### src/rtl/core/pfra_pkg.sv
`timescale 1ns / 1ps
// ----------------------------------------------------------------------------
// pfra_pkg
// Shared constants, codes and controller/datapath interface types for the
// pulse flow rate averager.
// ----------------------------------------------------------------------------
package pfra_pkg;

   // sample ring
   localparam int SAMPLE_DEPTH = 20;
   localparam int SLOT_W       = $clog2(SAMPLE_DEPTH);
   localparam int CNT_W        = $clog2(SAMPLE_DEPTH + 1);

   // field widths
   localparam int PULSE_W  = 16;
   localparam int MS_W     = 16;
   localparam int CAL_W    = 16;
   localparam int RATE_W   = 24;
   localparam int LIMIT_W  = 8;
   localparam int IDLE_W   = 9;
   localparam int CSR_IDX_W  = 3;
   localparam int CSR_DATA_W = 24;

   // arithmetic widths
   localparam int SCALED_W   = PULSE_W + CAL_W;
   localparam int MUL_B_W    = 18;
   localparam int PROD_W     = SCALED_W + MUL_B_W;
   localparam int FRAC_SHIFT = 12;
   localparam int DIVD_W     = PROD_W - FRAC_SHIFT;
   localparam int SUM_W      = RATE_W + CNT_W;
   localparam int STEP_W     = $clog2(DIVD_W + 1);

   localparam logic [RATE_W-1:0]  MAX_RATE = '1;
   // 60 s * 1000 ms * 0.264172 gal * 256 / 30 pulses per liter, rounded
   localparam logic [MUL_B_W-1:0] RATE_NUM = 18'd135256;
   // 0.264172 gal * 65536 / 30 pulses per liter, rounded
   localparam logic [MUL_B_W-1:0] VOL_NUM  = 18'd577;

   // register reset values
   localparam logic [CAL_W-1:0]   CAL_FACTOR_RST  = 16'd4096;
   localparam logic [PULSE_W-1:0] MAX_PULSES_RST  = 16'd100;
   localparam logic [MS_W-1:0]    MAX_INTERVAL_RST = 16'd5000;
   localparam logic [RATE_W-1:0]  MIN_RATE_RST    = 24'd512;
   localparam logic [LIMIT_W-1:0] IDLE_LIMIT_RST  = 8'd60;

   // register indexes
   localparam logic [CSR_IDX_W-1:0] CSR_CAL_FACTOR      = 3'd0;
   localparam logic [CSR_IDX_W-1:0] CSR_MAX_PULSES      = 3'd1;
   localparam logic [CSR_IDX_W-1:0] CSR_MAX_INTERVAL_MS = 3'd2;
   localparam logic [CSR_IDX_W-1:0] CSR_MIN_RATE        = 3'd3;
   localparam logic [CSR_IDX_W-1:0] CSR_IDLE_LIMIT      = 3'd4;

   typedef enum logic [3:0] {
      ST_IDLE,
      ST_DECIDE,
      ST_MUL_SCALE,
      ST_MUL_RATE,
      ST_MUL_VOL,
      ST_DIV_RATE,
      ST_RATE_CHK,
      ST_RING_WR,
      ST_SUM,
      ST_AVG_START,
      ST_DIV_AVG,
      ST_DONE
   } pfra_state_type;

   typedef enum logic [1:0] {
      MSEL_SCALE,
      MSEL_RATE,
      MSEL_VOL
   } mul_sel_type;

   typedef struct packed {
      logic        load;
      logic        mul_en;
      mul_sel_type mul_sel;
      logic        div_start;
      logic        div_avg;
      logic        take_rate;
      logic        ring_write;
      logic        sum_step;
      logic        take_avg;
      logic        out_load;
   } pfra_cmd_type;

   typedef struct packed {
      logic report_ok;
      logic rate_above;
      logic sum_last;
      logic div_done;
      logic out_free;
   } pfra_status_type;

endpackage

### src/rtl/core/pfra_div.sv
`timescale 1ns / 1ps
// ----------------------------------------------------------------------------
// pfra_div
// Restoring divider, one quotient bit per cycle, shared by the rate and the
// average computations.
// ----------------------------------------------------------------------------
module pfra_div
   import pfra_pkg::*;
(
   input  logic              clock,
   input  logic              reset,
   input  logic              start,
   input  logic              short_run,
   input  logic [DIVD_W-1:0] dividend,
   input  logic [MS_W-1:0]   divisor,
   output logic              done,
   output logic [DIVD_W-1:0] quotient
);

   logic [DIVD_W-1:0] quo_ff;
   logic [MS_W-1:0]   rem_ff;
   logic [MS_W-1:0]   dvs_ff;
   logic [STEP_W-1:0] cnt_ff;
   logic              busy_ff;
   logic              done_ff;

   logic [MS_W:0]     trial;
   logic              fits;
   logic [MS_W-1:0]   rem_in;

   always_comb begin
      trial  = {rem_ff, quo_ff[DIVD_W-1]};
      fits   = trial >= {1'b0, dvs_ff};
      rem_in = fits ? MS_W'(trial - {1'b0, dvs_ff}) : trial[MS_W-1:0];
   end

   always_ff @(posedge clock) begin
      if (reset) begin
         busy_ff <= 1'b0;
         done_ff <= 1'b0;
         cnt_ff  <= '0;
      end else if (start) begin
         busy_ff <= 1'b1;
         done_ff <= 1'b0;
         // the average dividend is left aligned, so fewer steps suffice
         cnt_ff  <= short_run ? STEP_W'(SUM_W) : STEP_W'(DIVD_W);
      end else if (busy_ff) begin
         cnt_ff <= cnt_ff - 1'b1;
         if (cnt_ff == STEP_W'(1)) begin
            busy_ff <= 1'b0;
            done_ff <= 1'b1;
         end
      end else begin
         done_ff <= 1'b0;
      end
   end

   always_ff @(posedge clock) begin
      if (start) begin
         quo_ff <= dividend;
         rem_ff <= '0;
         dvs_ff <= divisor;
      end else if (busy_ff) begin
         quo_ff <= {quo_ff[DIVD_W-2:0], fits};
         rem_ff <= rem_in;
      end
   end

   assign done     = done_ff;
   assign quotient = quo_ff;

endmodule

### src/rtl/core/pfra_dp.sv
`timescale 1ns / 1ps
// ----------------------------------------------------------------------------
// pfra_dp
// Datapath: configuration registers, idle tracking, shared multiplier,
// divider, sample ring with its sum sweep, and the result register.
// ----------------------------------------------------------------------------
module pfra_dp
   import pfra_pkg::*;
(
   input  logic                  clock,
   input  logic                  reset,
   input  pfra_cmd_type          cmd,
   output pfra_status_type       status,
   input  logic                  req_new_data,
   input  logic [PULSE_W-1:0]    req_pulse_count,
   input  logic [MS_W-1:0]       req_interval_ms,
   input  logic                  csr_valid,
   input  logic [CSR_IDX_W-1:0]  csr_index,
   input  logic [CSR_DATA_W-1:0] csr_data,
   output logic                  rsp_valid,
   input  logic                  rsp_ready,
   output logic [RATE_W-1:0]     rsp_interval_gallons,
   output logic                  rsp_interval_written,
   output logic [RATE_W-1:0]     rsp_avg_rate,
   output logic                  rsp_avg_updated,
   output logic                  rsp_store_cleared,
   output logic                  rsp_rate_saturated
);

   // configuration
   logic [CAL_W-1:0]   cal_factor_ff;
   logic [PULSE_W-1:0] max_pulses_ff;
   logic [MS_W-1:0]    max_interval_ff;
   logic [RATE_W-1:0]  min_rate_ff;
   logic [LIMIT_W-1:0] idle_limit_ff;

   // per report
   logic [PULSE_W-1:0]  pulses_ff;
   logic [MS_W-1:0]     ms_ff;
   logic                ok_ff;
   logic                cleared_ff;
   logic [SCALED_W-1:0] scaled_ff;
   logic [DIVD_W-1:0]   rate_num_ff;
   logic [RATE_W-1:0]   gallons_ff;
   logic [RATE_W-1:0]   rate_ff;
   logic                sat_ff;
   logic                updated_ff;

   // persistent state
   logic [IDLE_W-1:0]       idle_ff;
   logic [RATE_W-1:0]       avg_ff;
   logic [SAMPLE_DEPTH-1:0] slot_valid_ff;
   logic [SLOT_W-1:0]       write_slot_ff;
   logic [RATE_W-1:0]       samples_ff [SAMPLE_DEPTH];

   // sum sweep
   logic [SLOT_W-1:0] sweep_ff;
   logic [SUM_W-1:0]  sum_ff;
   logic [CNT_W-1:0]  cnt_ff;

   // result register
   logic              rsp_valid_ff;
   logic [RATE_W-1:0] rsp_gallons_ff;
   logic              rsp_written_ff;
   logic [RATE_W-1:0] rsp_avg_ff;
   logic              rsp_updated_ff;
   logic              rsp_cleared_ff;
   logic              rsp_sat_ff;

   // combinational
   logic [IDLE_W-1:0]   idle_inc;
   logic                timeout;
   logic                report_ok_in;
   logic [SCALED_W-1:0] mul_a;
   logic [MUL_B_W-1:0]  mul_b;
   logic [PROD_W-1:0]   product;
   logic [DIVD_W-1:0]   prod_shr;
   logic [DIVD_W-1:0]   div_dividend;
   logic [MS_W-1:0]     div_divisor;
   logic                div_done;
   logic [DIVD_W-1:0]   div_quotient;

   always_comb begin
      idle_inc     = (idle_ff == '1) ? idle_ff : idle_ff + 1'b1;
      timeout      = !req_new_data && (idle_inc > {1'b0, idle_limit_ff});
      report_ok_in = req_new_data && (req_pulse_count <= max_pulses_ff)
                     && (req_interval_ms != '0) && (req_interval_ms < max_interval_ff);
   end

   // shared multiplier
   always_comb begin
      case (cmd.mul_sel)
         MSEL_SCALE: begin
            mul_a = SCALED_W'(pulses_ff);
            mul_b = MUL_B_W'(cal_factor_ff);
         end
         MSEL_RATE: begin
            mul_a = scaled_ff;
            mul_b = RATE_NUM;
         end
         MSEL_VOL: begin
            mul_a = scaled_ff;
            mul_b = VOL_NUM;
         end
         default: begin
            mul_a = scaled_ff;
            mul_b = VOL_NUM;
         end
      endcase
      product  = PROD_W'(mul_a) * PROD_W'(mul_b);
      prod_shr = product[PROD_W-1:FRAC_SHIFT];
   end

   always_comb begin
      if (cmd.div_avg) begin
         div_dividend = {sum_ff, {(DIVD_W - SUM_W){1'b0}}};
         div_divisor  = MS_W'(cnt_ff);
      end else begin
         div_dividend = rate_num_ff;
         div_divisor  = ms_ff;
      end
   end

   pfra_div u_div (
      .clock     (clock),
      .reset     (reset),
      .start     (cmd.div_start),
      .short_run (cmd.div_avg),
      .dividend  (div_dividend),
      .divisor   (div_divisor),
      .done      (div_done),
      .quotient  (div_quotient)
   );

   // configuration writes
   always_ff @(posedge clock) begin
      if (reset) begin
         cal_factor_ff   <= CAL_FACTOR_RST;
         max_pulses_ff   <= MAX_PULSES_RST;
         max_interval_ff <= MAX_INTERVAL_RST;
         min_rate_ff     <= MIN_RATE_RST;
         idle_limit_ff   <= IDLE_LIMIT_RST;
      end else if (csr_valid) begin
         case (csr_index)
            CSR_CAL_FACTOR:      cal_factor_ff   <= csr_data[CAL_W-1:0];
            CSR_MAX_PULSES:      max_pulses_ff   <= csr_data[PULSE_W-1:0];
            CSR_MAX_INTERVAL_MS: max_interval_ff <= csr_data[MS_W-1:0];
            CSR_MIN_RATE:        min_rate_ff     <= csr_data[RATE_W-1:0];
            CSR_IDLE_LIMIT:      idle_limit_ff   <= csr_data[LIMIT_W-1:0];
            default: ;
         endcase
      end
   end

   // state that reset clears
   always_ff @(posedge clock) begin
      if (reset) begin
         idle_ff       <= '0;
         avg_ff        <= '0;
         slot_valid_ff <= '0;
         write_slot_ff <= '0;
      end else begin
         if (cmd.load) begin
            if (req_new_data || timeout) begin
               idle_ff <= '0;
            end else begin
               idle_ff <= idle_inc;
            end
            if (timeout) begin
               slot_valid_ff <= '0;
            end
         end
         if (cmd.ring_write) begin
            slot_valid_ff[write_slot_ff] <= 1'b1;
            if (write_slot_ff == SLOT_W'(SAMPLE_DEPTH - 1)) begin
               write_slot_ff <= '0;
            end else begin
               write_slot_ff <= write_slot_ff + 1'b1;
            end
         end
         if (cmd.take_avg) begin
            avg_ff <= div_quotient[RATE_W-1:0];
         end
      end
   end

   always_ff @(posedge clock) begin
      if (cmd.ring_write) begin
         samples_ff[write_slot_ff] <= rate_ff;
      end
   end

   // per-report working registers
   always_ff @(posedge clock) begin
      if (cmd.load) begin
         pulses_ff  <= req_pulse_count;
         ms_ff      <= req_interval_ms;
         ok_ff      <= report_ok_in && !timeout;
         cleared_ff <= timeout;
         gallons_ff <= '0;
         sat_ff     <= 1'b0;
         updated_ff <= 1'b0;
      end
      if (cmd.mul_en) begin
         case (cmd.mul_sel)
            MSEL_SCALE: scaled_ff   <= product[SCALED_W-1:0];
            MSEL_RATE:  rate_num_ff <= prod_shr;
            MSEL_VOL:   gallons_ff  <= (|prod_shr[DIVD_W-1:RATE_W]) ? MAX_RATE
                                                                    : prod_shr[RATE_W-1:0];
            default: ;
         endcase
      end
      if (cmd.take_rate) begin
         sat_ff  <= |div_quotient[DIVD_W-1:RATE_W];
         rate_ff <= (|div_quotient[DIVD_W-1:RATE_W]) ? MAX_RATE : div_quotient[RATE_W-1:0];
      end
      if (cmd.ring_write) begin
         sweep_ff <= '0;
         sum_ff   <= '0;
         cnt_ff   <= '0;
      end
      if (cmd.sum_step) begin
         sweep_ff <= sweep_ff + 1'b1;
         if (slot_valid_ff[sweep_ff]) begin
            sum_ff <= sum_ff + SUM_W'(samples_ff[sweep_ff]);
            cnt_ff <= cnt_ff + 1'b1;
         end
      end
      if (cmd.take_avg) begin
         updated_ff <= 1'b1;
      end
   end

   // result register
   always_ff @(posedge clock) begin
      if (reset) begin
         rsp_valid_ff <= 1'b0;
      end else if (cmd.out_load) begin
         rsp_valid_ff <= 1'b1;
      end else if (rsp_ready) begin
         rsp_valid_ff <= 1'b0;
      end
   end

   always_ff @(posedge clock) begin
      if (cmd.out_load) begin
         rsp_gallons_ff <= gallons_ff;
         rsp_written_ff <= !cleared_ff;
         rsp_avg_ff     <= avg_ff;
         rsp_updated_ff <= updated_ff;
         rsp_cleared_ff <= cleared_ff;
         rsp_sat_ff     <= sat_ff;
      end
   end

   always_comb begin
      status.report_ok  = ok_ff;
      status.rate_above = rate_ff > min_rate_ff;
      status.sum_last   = sweep_ff == SLOT_W'(SAMPLE_DEPTH - 1);
      status.div_done   = div_done;
      status.out_free   = !rsp_valid_ff || rsp_ready;
   end

   assign rsp_valid            = rsp_valid_ff;
   assign rsp_interval_gallons = rsp_gallons_ff;
   assign rsp_interval_written = rsp_written_ff;
   assign rsp_avg_rate         = rsp_avg_ff;
   assign rsp_avg_updated      = rsp_updated_ff;
   assign rsp_store_cleared    = rsp_cleared_ff;
   assign rsp_rate_saturated   = rsp_sat_ff;

endmodule

### src/rtl/core/pfra_ctrl.sv
`timescale 1ns / 1ps
// ----------------------------------------------------------------------------
// pfra_ctrl
// Controller: sequences multiply, divide, ring update, sum sweep and result
// hand-off for one report at a time.
// ----------------------------------------------------------------------------
module pfra_ctrl
   import pfra_pkg::*;
(
   input  logic            clock,
   input  logic            reset,
   input  logic            req_valid,
   output logic            req_ready,
   input  pfra_status_type status,
   output pfra_cmd_type    cmd
);

   pfra_state_type state_ff;
   pfra_state_type state_in;

   always_ff @(posedge clock) begin
      if (reset) begin
         state_ff <= ST_IDLE;
      end else begin
         state_ff <= state_in;
      end
   end

   always_comb begin
      state_in = state_ff;
      case (state_ff)
         ST_IDLE:      if (req_valid) state_in = ST_DECIDE;
         ST_DECIDE:    state_in = status.report_ok ? ST_MUL_SCALE : ST_DONE;
         ST_MUL_SCALE: state_in = ST_MUL_RATE;
         ST_MUL_RATE:  state_in = ST_MUL_VOL;
         ST_MUL_VOL:   state_in = ST_DIV_RATE;
         ST_DIV_RATE:  if (status.div_done) state_in = ST_RATE_CHK;
         ST_RATE_CHK:  state_in = status.rate_above ? ST_RING_WR : ST_DONE;
         ST_RING_WR:   state_in = ST_SUM;
         ST_SUM:       if (status.sum_last) state_in = ST_AVG_START;
         ST_AVG_START: state_in = ST_DIV_AVG;
         ST_DIV_AVG:   if (status.div_done) state_in = ST_DONE;
         ST_DONE:      if (status.out_free) state_in = ST_IDLE;
         default:      state_in = ST_IDLE;
      endcase
   end

   always_comb begin
      cmd         = '0;
      cmd.mul_sel = MSEL_SCALE;
      req_ready   = 1'b0;
      case (state_ff)
         ST_IDLE: begin
            req_ready = 1'b1;
            cmd.load  = req_valid;
         end
         ST_MUL_SCALE: begin
            cmd.mul_en  = 1'b1;
            cmd.mul_sel = MSEL_SCALE;
         end
         ST_MUL_RATE: begin
            cmd.mul_en  = 1'b1;
            cmd.mul_sel = MSEL_RATE;
         end
         ST_MUL_VOL: begin
            // rate numerator is ready, so the division starts here too
            cmd.mul_en    = 1'b1;
            cmd.mul_sel   = MSEL_VOL;
            cmd.div_start = 1'b1;
         end
         ST_DIV_RATE:  cmd.take_rate = status.div_done;
         ST_RING_WR:   cmd.ring_write = 1'b1;
         ST_SUM:       cmd.sum_step = 1'b1;
         ST_AVG_START: begin
            cmd.div_start = 1'b1;
            cmd.div_avg   = 1'b1;
         end
         ST_DIV_AVG: begin
            cmd.div_avg  = 1'b1;
            cmd.take_avg = status.div_done;
         end
         ST_DONE:      cmd.out_load = status.out_free;
         default: ;
      endcase
   end

endmodule

### src/rtl/core/pulse_flow_rate_averager_core.sv
`timescale 1ns / 1ps
// ----------------------------------------------------------------------------
// pulse_flow_rate_averager_core
// Interval flow reports in, per-interval volume and running average rate out.
// ----------------------------------------------------------------------------
//  channel | ports                                  | transfer when
//  --------+----------------------------------------+----------------------
//  req     | new_data, pulse_count, interval_ms     | req_valid & req_ready
//  rsp     | interval_gallons .. rate_saturated     | rsp_valid & rsp_ready
//  csr     | index, data (write only)               | csr_valid & csr_ready
//
//  one report at a time; idle, timeout or invalid reports go straight to
//  the result; a valid report runs the rate division through the shared
//  divider, and one that updates the average also runs the 20-slot sum
//  sweep and the average division, which works on the 29-bit sum only
//  reset is synchronous and needs no clearing pass; csr is always ready
//  the result register lets the next report be taken while rsp is stalled
// ----------------------------------------------------------------------------
module pulse_flow_rate_averager_core
   import pfra_pkg::*;
(
   input  logic                  clock,
   input  logic                  reset,
   input  logic                  req_valid,
   output logic                  req_ready,
   input  logic                  req_new_data,
   input  logic [PULSE_W-1:0]    req_pulse_count,
   input  logic [MS_W-1:0]       req_interval_ms,
   output logic                  rsp_valid,
   input  logic                  rsp_ready,
   output logic [RATE_W-1:0]     rsp_interval_gallons,
   output logic                  rsp_interval_written,
   output logic [RATE_W-1:0]     rsp_avg_rate,
   output logic                  rsp_avg_updated,
   output logic                  rsp_store_cleared,
   output logic                  rsp_rate_saturated,
   input  logic                  csr_valid,
   output logic                  csr_ready,
   input  logic [CSR_IDX_W-1:0]  csr_index,
   input  logic [CSR_DATA_W-1:0] csr_data
);

   pfra_cmd_type    cmd;
   pfra_status_type status;

   assign csr_ready = 1'b1;

   pfra_ctrl u_ctrl (
      .clock     (clock),
      .reset     (reset),
      .req_valid (req_valid),
      .req_ready (req_ready),
      .status    (status),
      .cmd       (cmd)
   );

   pfra_dp u_dp (
      .clock                (clock),
      .reset                (reset),
      .cmd                  (cmd),
      .status               (status),
      .req_new_data         (req_new_data),
      .req_pulse_count      (req_pulse_count),
      .req_interval_ms      (req_interval_ms),
      .csr_valid            (csr_valid),
      .csr_index            (csr_index),
      .csr_data             (csr_data),
      .rsp_valid            (rsp_valid),
      .rsp_ready            (rsp_ready),
      .rsp_interval_gallons (rsp_interval_gallons),
      .rsp_interval_written (rsp_interval_written),
      .rsp_avg_rate         (rsp_avg_rate),
      .rsp_avg_updated      (rsp_avg_updated),
      .rsp_store_cleared    (rsp_store_cleared),
      .rsp_rate_saturated   (rsp_rate_saturated)
   );

`ifndef ASSERT_OFF
   // one report in flight: after a transfer the input side closes
   a_one_in_flight: assert property (@(posedge clock) disable iff (reset)
      (req_valid && req_ready) |=> !req_ready)
      else $error("report accepted while another is in flight");

   // a timeout result carries no volume, no clip and no average update
   a_timeout_result: assert property (@(posedge clock) disable iff (reset)
      (rsp_valid && rsp_store_cleared) |-> (rsp_interval_gallons == '0
         && !rsp_interval_written && !rsp_avg_updated && !rsp_rate_saturated))
      else $error("timeout result carries data");

   // only the timeout suppresses the written flag
   a_written_flag: assert property (@(posedge clock) disable iff (reset)
      (rsp_valid && !rsp_interval_written) |-> rsp_store_cleared)
      else $error("interval not written without timeout");

   // an average update needs a nonzero sample, hence a nonzero average
   a_update_nonzero: assert property (@(posedge clock) disable iff (reset)
      (rsp_valid && rsp_avg_updated) |-> (rsp_avg_rate != '0))
      else $error("average updated to zero");
`endif

endmodule
### config.mk
export PLATFORM = sky130hd
export DESIGN_NAME = pulse_flow_rate_averager_core
export DESIGN_NICKNAME = d
export VERILOG_FILES = /design/src/rtl/core/pfra_pkg.sv /design/src/rtl/core/pfra_div.sv /design/src/rtl/core/pfra_dp.sv /design/src/rtl/core/pfra_ctrl.sv /design/src/rtl/core/pulse_flow_rate_averager_core.sv
export SDC_FILE = /design/constraint.sdc
export NUM_CORES = 2
export LEC_CHECK = 0
export BUFFER_PORTS_ARGS = -buffer_cell sky130_fd_sc_hd__clkbuf_2
export CORE_ASPECT_RATIO = 1.4
export CORE_MARGIN = 10
export CORE_UTILIZATION = 30
export DETAILED_ROUTE_END_ITERATION = 10
export PLACE_DENSITY = 0.49
export SETUP_SLACK_MARGIN = 0.02
export SYNTH_ARGS = -nofsm -noshare
export SYNTH_HDL_FRONTEND = slang
export SYNTH_SLANG_ARGS = --single-unit
### constraint.sdc
create_clock -name clock -period 22.5 [get_ports clock]
set_input_delay 2.25 -clock clock [delete_from_list [all_inputs] [get_ports clock]]
set_output_delay 2.25 -clock clock [all_outputs]
set_load 0.05 [all_outputs]
* After elaboration in Yosys (flattened, before gate mapping) *
Memories as Yosys holds them, arrays and structs flattened. A register that Yosys moved wholly into a read port is not among the register bits.
Cells that the tools add are included.

storage, ports and cells
  memory bits (writable) = 480
  output and inout port bits = 55
  bits of input ports = 65
  memories kept = 1
  word-level logic and storage cells = 176
  register bits = 466

memory list
  name             depth  bits a word  rd ports  clocked after memory_dff  wr ports  line           RTL
  u_dp.samples_ff  20     24           1         1                         1         pfra_dp.sv:54  logic [RATE_W-1:0] samples_ff [SAMPLE_DEPTH];

operators by class
  equality and inequality tests = 26
  $add $sub $neg = 7
  reduce and logical (&&, ||, !) cells = 33
  multipliers = 1
  mux-type cells = 61
  bitwise gates (word level) = 2
  order comparisons = 8

operators by type and width
  operator                                                          count
  38-bit 2-to-1 mux                                                 3
  24-bit 2-to-1 mux                                                 4
  29-bit 2-to-1 mux                                                 3
  20-bit 2-to-1 mux                                                 4
  32-bit by 18-bit multiplier with 50-bit output                    1
  4-bit one-hot mux with 12 select lines                            1
  5-bit 2-to-1 mux                                                  8
  18-bit one-hot mux with 2 select lines                            1
  32-bit 2-to-1 mux                                                 1
  29-bit by 24-bit adder with 29-bit output                         1
  4-bit 2-to-1 mux                                                  7
  14-bit OR reduction                                               2
  24-bit greater-than comparator                                    1
  1-bit 2-to-1 mux                                                  20
  20-bit bitwise OR                                                 1
  6-bit 2-to-1 mux                                                  3
  9-bit 2-to-1 mux                                                  2
  17-bit by 16-bit greater-or-equal comparator with 1-bit output    1
  4-bit by 3-bit == test with 1-bit output (second input constant)  4
  4-bit == test (second input constant)                             4
  16-bit less-or-equal comparator                                   1
  16-bit < comparator                                               1
  16-bit 2-to-1 mux                                                 1
  16-bit nonzero test                                               1
  other kinds (34)                                                  62

* Longest topological paths before layout *
  word-level depth = 9
  depth in mapped cells = 34
  mapped depth without buffers = 29

* Cells and area by module *
Synthesis repeated with hierarchy kept, for this count alone.

unflattened totals
  cells, all modules = 4,594
  area total of the unflattened synthesis = 56,848.3 µm²

modules (own cells, without submodules)
  module                         seq. area each (µm²)  area each (µm²)  instances  cells each
  pfra_dp                        24,063.1              52,389.0         1          4,195
  pfra_div                       2,102.0               3,982.6          1          334
  pfra_ctrl                      80.1                  465.4            1          63
  pulse_flow_rate_averager_core  0.0                   11.3             1          2

* Worst setup path before layout *
No wires, ideal clock.

  path type = reg-to-reg
  start = reg u_ctrl.state_ff[3]
  end = reg u_dp.gallons_ff[3]
  arrival time = 8.684 ns
  path buffers = 4
  slack = 13.693 ns
  clock period less this slack = 8.807 ns
  library setup time = 0.123 ns
  data required time = 22.377 ns
  stages on the path, launching flop included = 29
  cells stage by stage = dfxtp_1 -> clkbuf_1 -> nor2b_1 -> clkbuf_1 -> nand2_1 -> clkinv_1 -> clkbuf_1 -> nand2_1 -> fa_1 -> fa_1 -> fa_1 -> inv_1 -> fa_1 -> fa_1 -> inv_1 -> fa_1 -> inv_1 -> ha_1 -> a21o_1 -> a21o_1 -> a21oi_1 -> o22ai_1 -> or4_1 -> o221ai_1 -> o221ai_1 -> or4_1 -> nor4_4 -> buf_6 -> a21oi_2

between the ends
  longest elaborated chain between the ends = 9

ends and longest elaborated chain
  element                                                                                                      line             RTL
  start: declaration                                                                                           pfra_ctrl.sv:18  pfra_state_type state_ff;
  start signal: assignment                                                                                     pfra_ctrl.sv:25  state_ff <= state_in;
  4-bit by 3-bit == test with 1-bit output / 4-bit by 2-bit == test with 1-bit output (equally long branches)  pfra_ctrl.sv:52  case (state_ff)
  3-bit one-hot mux with 3 select lines                                                                        pfra_ctrl.sv:52
  2-bit by 1-bit == test with 1-bit output / 2-bit zero test (equally long branches)                           pfra_dp.sv:92    case (cmd.mul_sel)
  18-bit one-hot mux with 2 select lines / 32-bit 2-to-1 mux (equally long branches)                           pfra_dp.sv:92
  32-bit by 18-bit multiplier with 50-bit output                                                               pfra_dp.sv:110   product = PROD_W'(mul_a) * PROD_W'(mul_b);
  14-bit OR reduction                                                                                          pfra_dp.sv:208   MSEL_VOL: gallons_ff <= (|prod_shr[DIVD_W-1:RATE_W]) ? MAX_RATE
  24-bit 2-to-1 mux                                                                                            pfra_dp.sv:208
  24-bit 2-to-1 mux                                                                                            pfra_dp.sv:205   case (cmd.mul_sel)
  24-bit 2-to-1 mux *                                                                                          pfra_dp.sv:204   if (cmd.mul_en) begin
  end signal: assignment                                                                                       pfra_dp.sv:208
  end: declaration                                                                                             pfra_dp.sv:44    logic [RATE_W-1:0] gallons_ff;

Mark *: on every way between the ends. The rest lies on a longest branch, timed or not.
A chain may end at the register's enable or synchronous reset.

* Worst setup path in the final report *
  start = reg u_ctrl.state_ff[0]
  end = reg u_dp.gallons_ff[23]

The elaborated chain is that of the path after synthesis.

==> flow_metrics.env <==
export IMPL_clock_sinks=951
export IMPL_grt_pass1_wl_mm=251.9
export IMPL_holdPathStages=0
export IMPL_path_max_fanout=54
export IMPL_hold_viol=0
export IMPL_drv_cap=0
export IMPL_layout_drive_gt1_share=0.1215
export IMPL_start_util=0.3025
export IMPL_ys_flop_type="edfxtp_1"
export IMPL_status="complete, no violations"
export IMPL_ys_ff_latch=951
export IMPL_start_kind="flop"
export IMPL_dr_first_iter_drc_count=2656
export IMPL_synth_area_per_cell_sq_um=12.09
export IMPL_path_common_cell="fa_1"
export IMPL_min_to="u_dp.rsp_avg_rate[15]$_DFFE_PP_"
export IMPL_hold_class="reg2reg"
export IMPL_synthCells=4649
export IMPL_synth_top_area_cell="edfxtp_1"
export IMPL_grt_start_max_net_pins=66
export IMPL_cts_buffers=95
export IMPL_regToRegStartpoint="u_ctrl.state_ff[0]$_SDFFE_PP0P_"
export IMPL_die_height_um=532.1
export IMPL_crit_slowest_cell="nor2_4"
export IMPL_final_common_cell="edfxtp_1"
export IMPL_worstPathArrival_ns=11.71
export IMPL_clk_latency_ns=0.75
export IMPL_path_class="reg2reg"
export IMPL_crit_buf_inv=8
export IMPL_nets=5662
export IMPL_min_period_over_period=0.4953
export IMPL_cts_tree="built"
export IMPL_io_pins=120
export IMPL_endpoint_kind="flop"
export IMPL_grt_setup_unrepaired="false"
export IMPL_grt_use_total=0.1640
export IMPL_synthTopCellsByArea="edfxtp_1, fa_1, dfxtp_1, mux4_2, ha_1"
export IMPL_setup_viol=0
export IMPL_vias_per_cell=4.846
export IMPL_drt_pass1_iter_count=7
export IMPL_ff2ff_path_depth=30
export IMPL_core_area_sq_um=185800
export IMPL_yosys_area_top_type_share=0.3848
export IMPL_cts_resized=0
export IMPL_required_ns=23.06
export IMPL_syn2layout_area_growth_pct=13.07
export IMPL_clockBufferDepth=3
export IMPL_setup_tns_ns=0
export IMPL_portBuffers=118
export IMPL_gp_congestion=0.9166
export IMPL_antenna_left=0
export IMPL_yosysSeqAreaShare=0.4670
export IMPL_layout_min_cycle_time_ns=11.14
export IMPL_drc=0
export IMPL_slew_headroom=0.1694
export IMPL_vias=35980
export IMPL_cts_hold_fix_buffers=0
export IMPL_yosys_warnings=0
export IMPL_antenna_found_initial=13
export IMPL_die_x_um=385.8
export IMPL_worst_pin_slew_ns=1.241
export IMPL_clock_fmax_mhz=89.74
export IMPL_cpPeakStageDelay_ns=0.89
export IMPL_cts_max_level=3
export IMPL_netlist_area_sq_um=56190
export IMPL_reg2reg_to="u_dp.gallons_ff[23]$_DFF_P_"
export IMPL_hold_path_startpoint="u_dp.avg_ff[15]$_SDFFE_PP0P_"
export IMPL_rrSetupSlack_ns=11.36
export IMPL_synthArstFlopShare=0
export IMPL_synth_edff_count=720
export IMPL_cp_top_family="adder cells"
export IMPL_cts_setup_buffers=0
export IMPL_cts_root_buf="clkbuf_16"
export IMPL_post_drt_wl_per_cell_um=22.81
export IMPL_clk_pin_slew_ns=0.06
export IMPL_report_final_slew_viol_count=0
export IMPL_dieArea_sq_um=205300
export IMPL_grt_overflow=0
export IMPL_dp_hpwl_mm=124.1
export IMPL_synth_cell_types=84
export IMPL_fin_worst_skew_ns=0.05828
export IMPL_final_cell_mix="edfxtp_1, inv_1, nand2_1, fa_1, ha_1"
export IMPL_drt_wl_total_mm=169.4
export IMPL_num_rows=187
export IMPL_grt_pass1_vias=38130
-- stage by stage --
| step | util | hold WS, ns | setup slack [ns] | cells | cell area (sq um) |
|---|---|---|---|---|---|
| floorplan | - | 0.4003 | 13.69 | 4808 | 56790 |
| global placement | 0.3247 | 0.4151 | 11.81 | 7242 | 60330 |
| finish | 0.3420 | 0.4303 | 11.36 | 7426 | 63540 |
| detailed placement | 0.3247 | 0.4129 | 11.51 | 7242 | 60330 |
| global route | 0.3420 | 0.4345 | 10.82 | 7422 | 63530 |
| CTS | 0.3419 | 0.4320 | 11.45 | 7421 | 63520 |
-- worst max-delay path by stage --
stage	startpoint	end	depth (start not counted)
6_report	u_ctrl.state_ff[0]$_SDFFE_PP0P_	u_dp.gallons_ff[23]$_DFF_P_	30
5_1_grt	u_ctrl.state_ff[0]$_SDFFE_PP0P_	u_dp.gallons_ff[0]$_DFF_P_	30
4_1_cts	u_ctrl.state_ff[0]$_SDFFE_PP0P_	u_dp.gallons_ff[0]$_DFF_P_	30
3_5_place_dp	u_ctrl.state_ff[0]$_SDFFE_PP0P_	u_dp.gallons_ff[23]$_DFF_P_	30
3_3_place_gp	u_ctrl.state_ff[0]$_SDFFE_PP0P_	u_dp.gallons_ff[23]$_DFF_P_	30
2_1_floorplan	u_ctrl.state_ff[3]$_SDFFE_PP0P_	u_dp.gallons_ff[3]$_DFF_P_	28
-- registers in the layout, summed over array words and instances, names as in the netlist, 20 cells and up, named ones only --
name                       cells
u_dp.avg_ff                   24
u_dp.slot_valid_ff            20
u_dp.min_rate_ff              24
u_dp.rsp_interval_gallons     24
u_dp.rsp_avg_rate             24
u_dp.u_div.quotient           38
u_dp.gallons_ff               24
u_dp.samples_ff              480
u_dp.sum_ff                   29
u_dp.scaled_ff                32
u_dp.rate_ff                  24
u_dp.rate_num_ff              38
-- layout make-up --
class / instances / area (sq um)
inverter: 692 / 2597
sequential: 951 / 26250
tap: 2457 / 3074
multi-input combinational: 2964 / 27360
clock inverter: 56 / 621.8
fill: 18540 / 122200
antenna: 5 / 12.51
timing repair buffer: 178 / 1044
clock buffer: 123 / 2575
-- cell usage after synthesis (118+ instances only) --
cell,n
dfxtp_1,231
edfxtp_1,720
mux4_2,150
and3_1,158
a21oi_1,231
nand2_1,487
ha_1,264
o21ai_0,118
nor2_1,191
clkbuf_1,163
fa_1,451
inv_1,691
-- per-layer routing --
| layer | GRT usage | up-vias | routed length, um |
|---|---|---|---|
| met3 | 0.01490 | 273 | 6732 |
| met4 | 0.06721 | 2 | 7304 |
| met2 | 0.2971 | 936 | 88630 |
| met5 | 0 | - | 1 |
| li1 | - | 16260 | - |
| met1 | 0.1965 | 18510 | 66690 |
-- kinds of logic after synthesis --
kind of cell | share of synthesized area
AOI/OAI and AO/OA | 0.07138
xor gates and xnor gates | 0.01278
adders and majority gates | 0.2195
buffers and inverters | 0.06016
DFF | 0.4670
muxes | 0.07038
other | 0.0001336
and+or+nand+nor | 0.09866
Power is not shown: default switching activity piles up to over one toggle a cycle in this logic, so the estimate is an artifact.
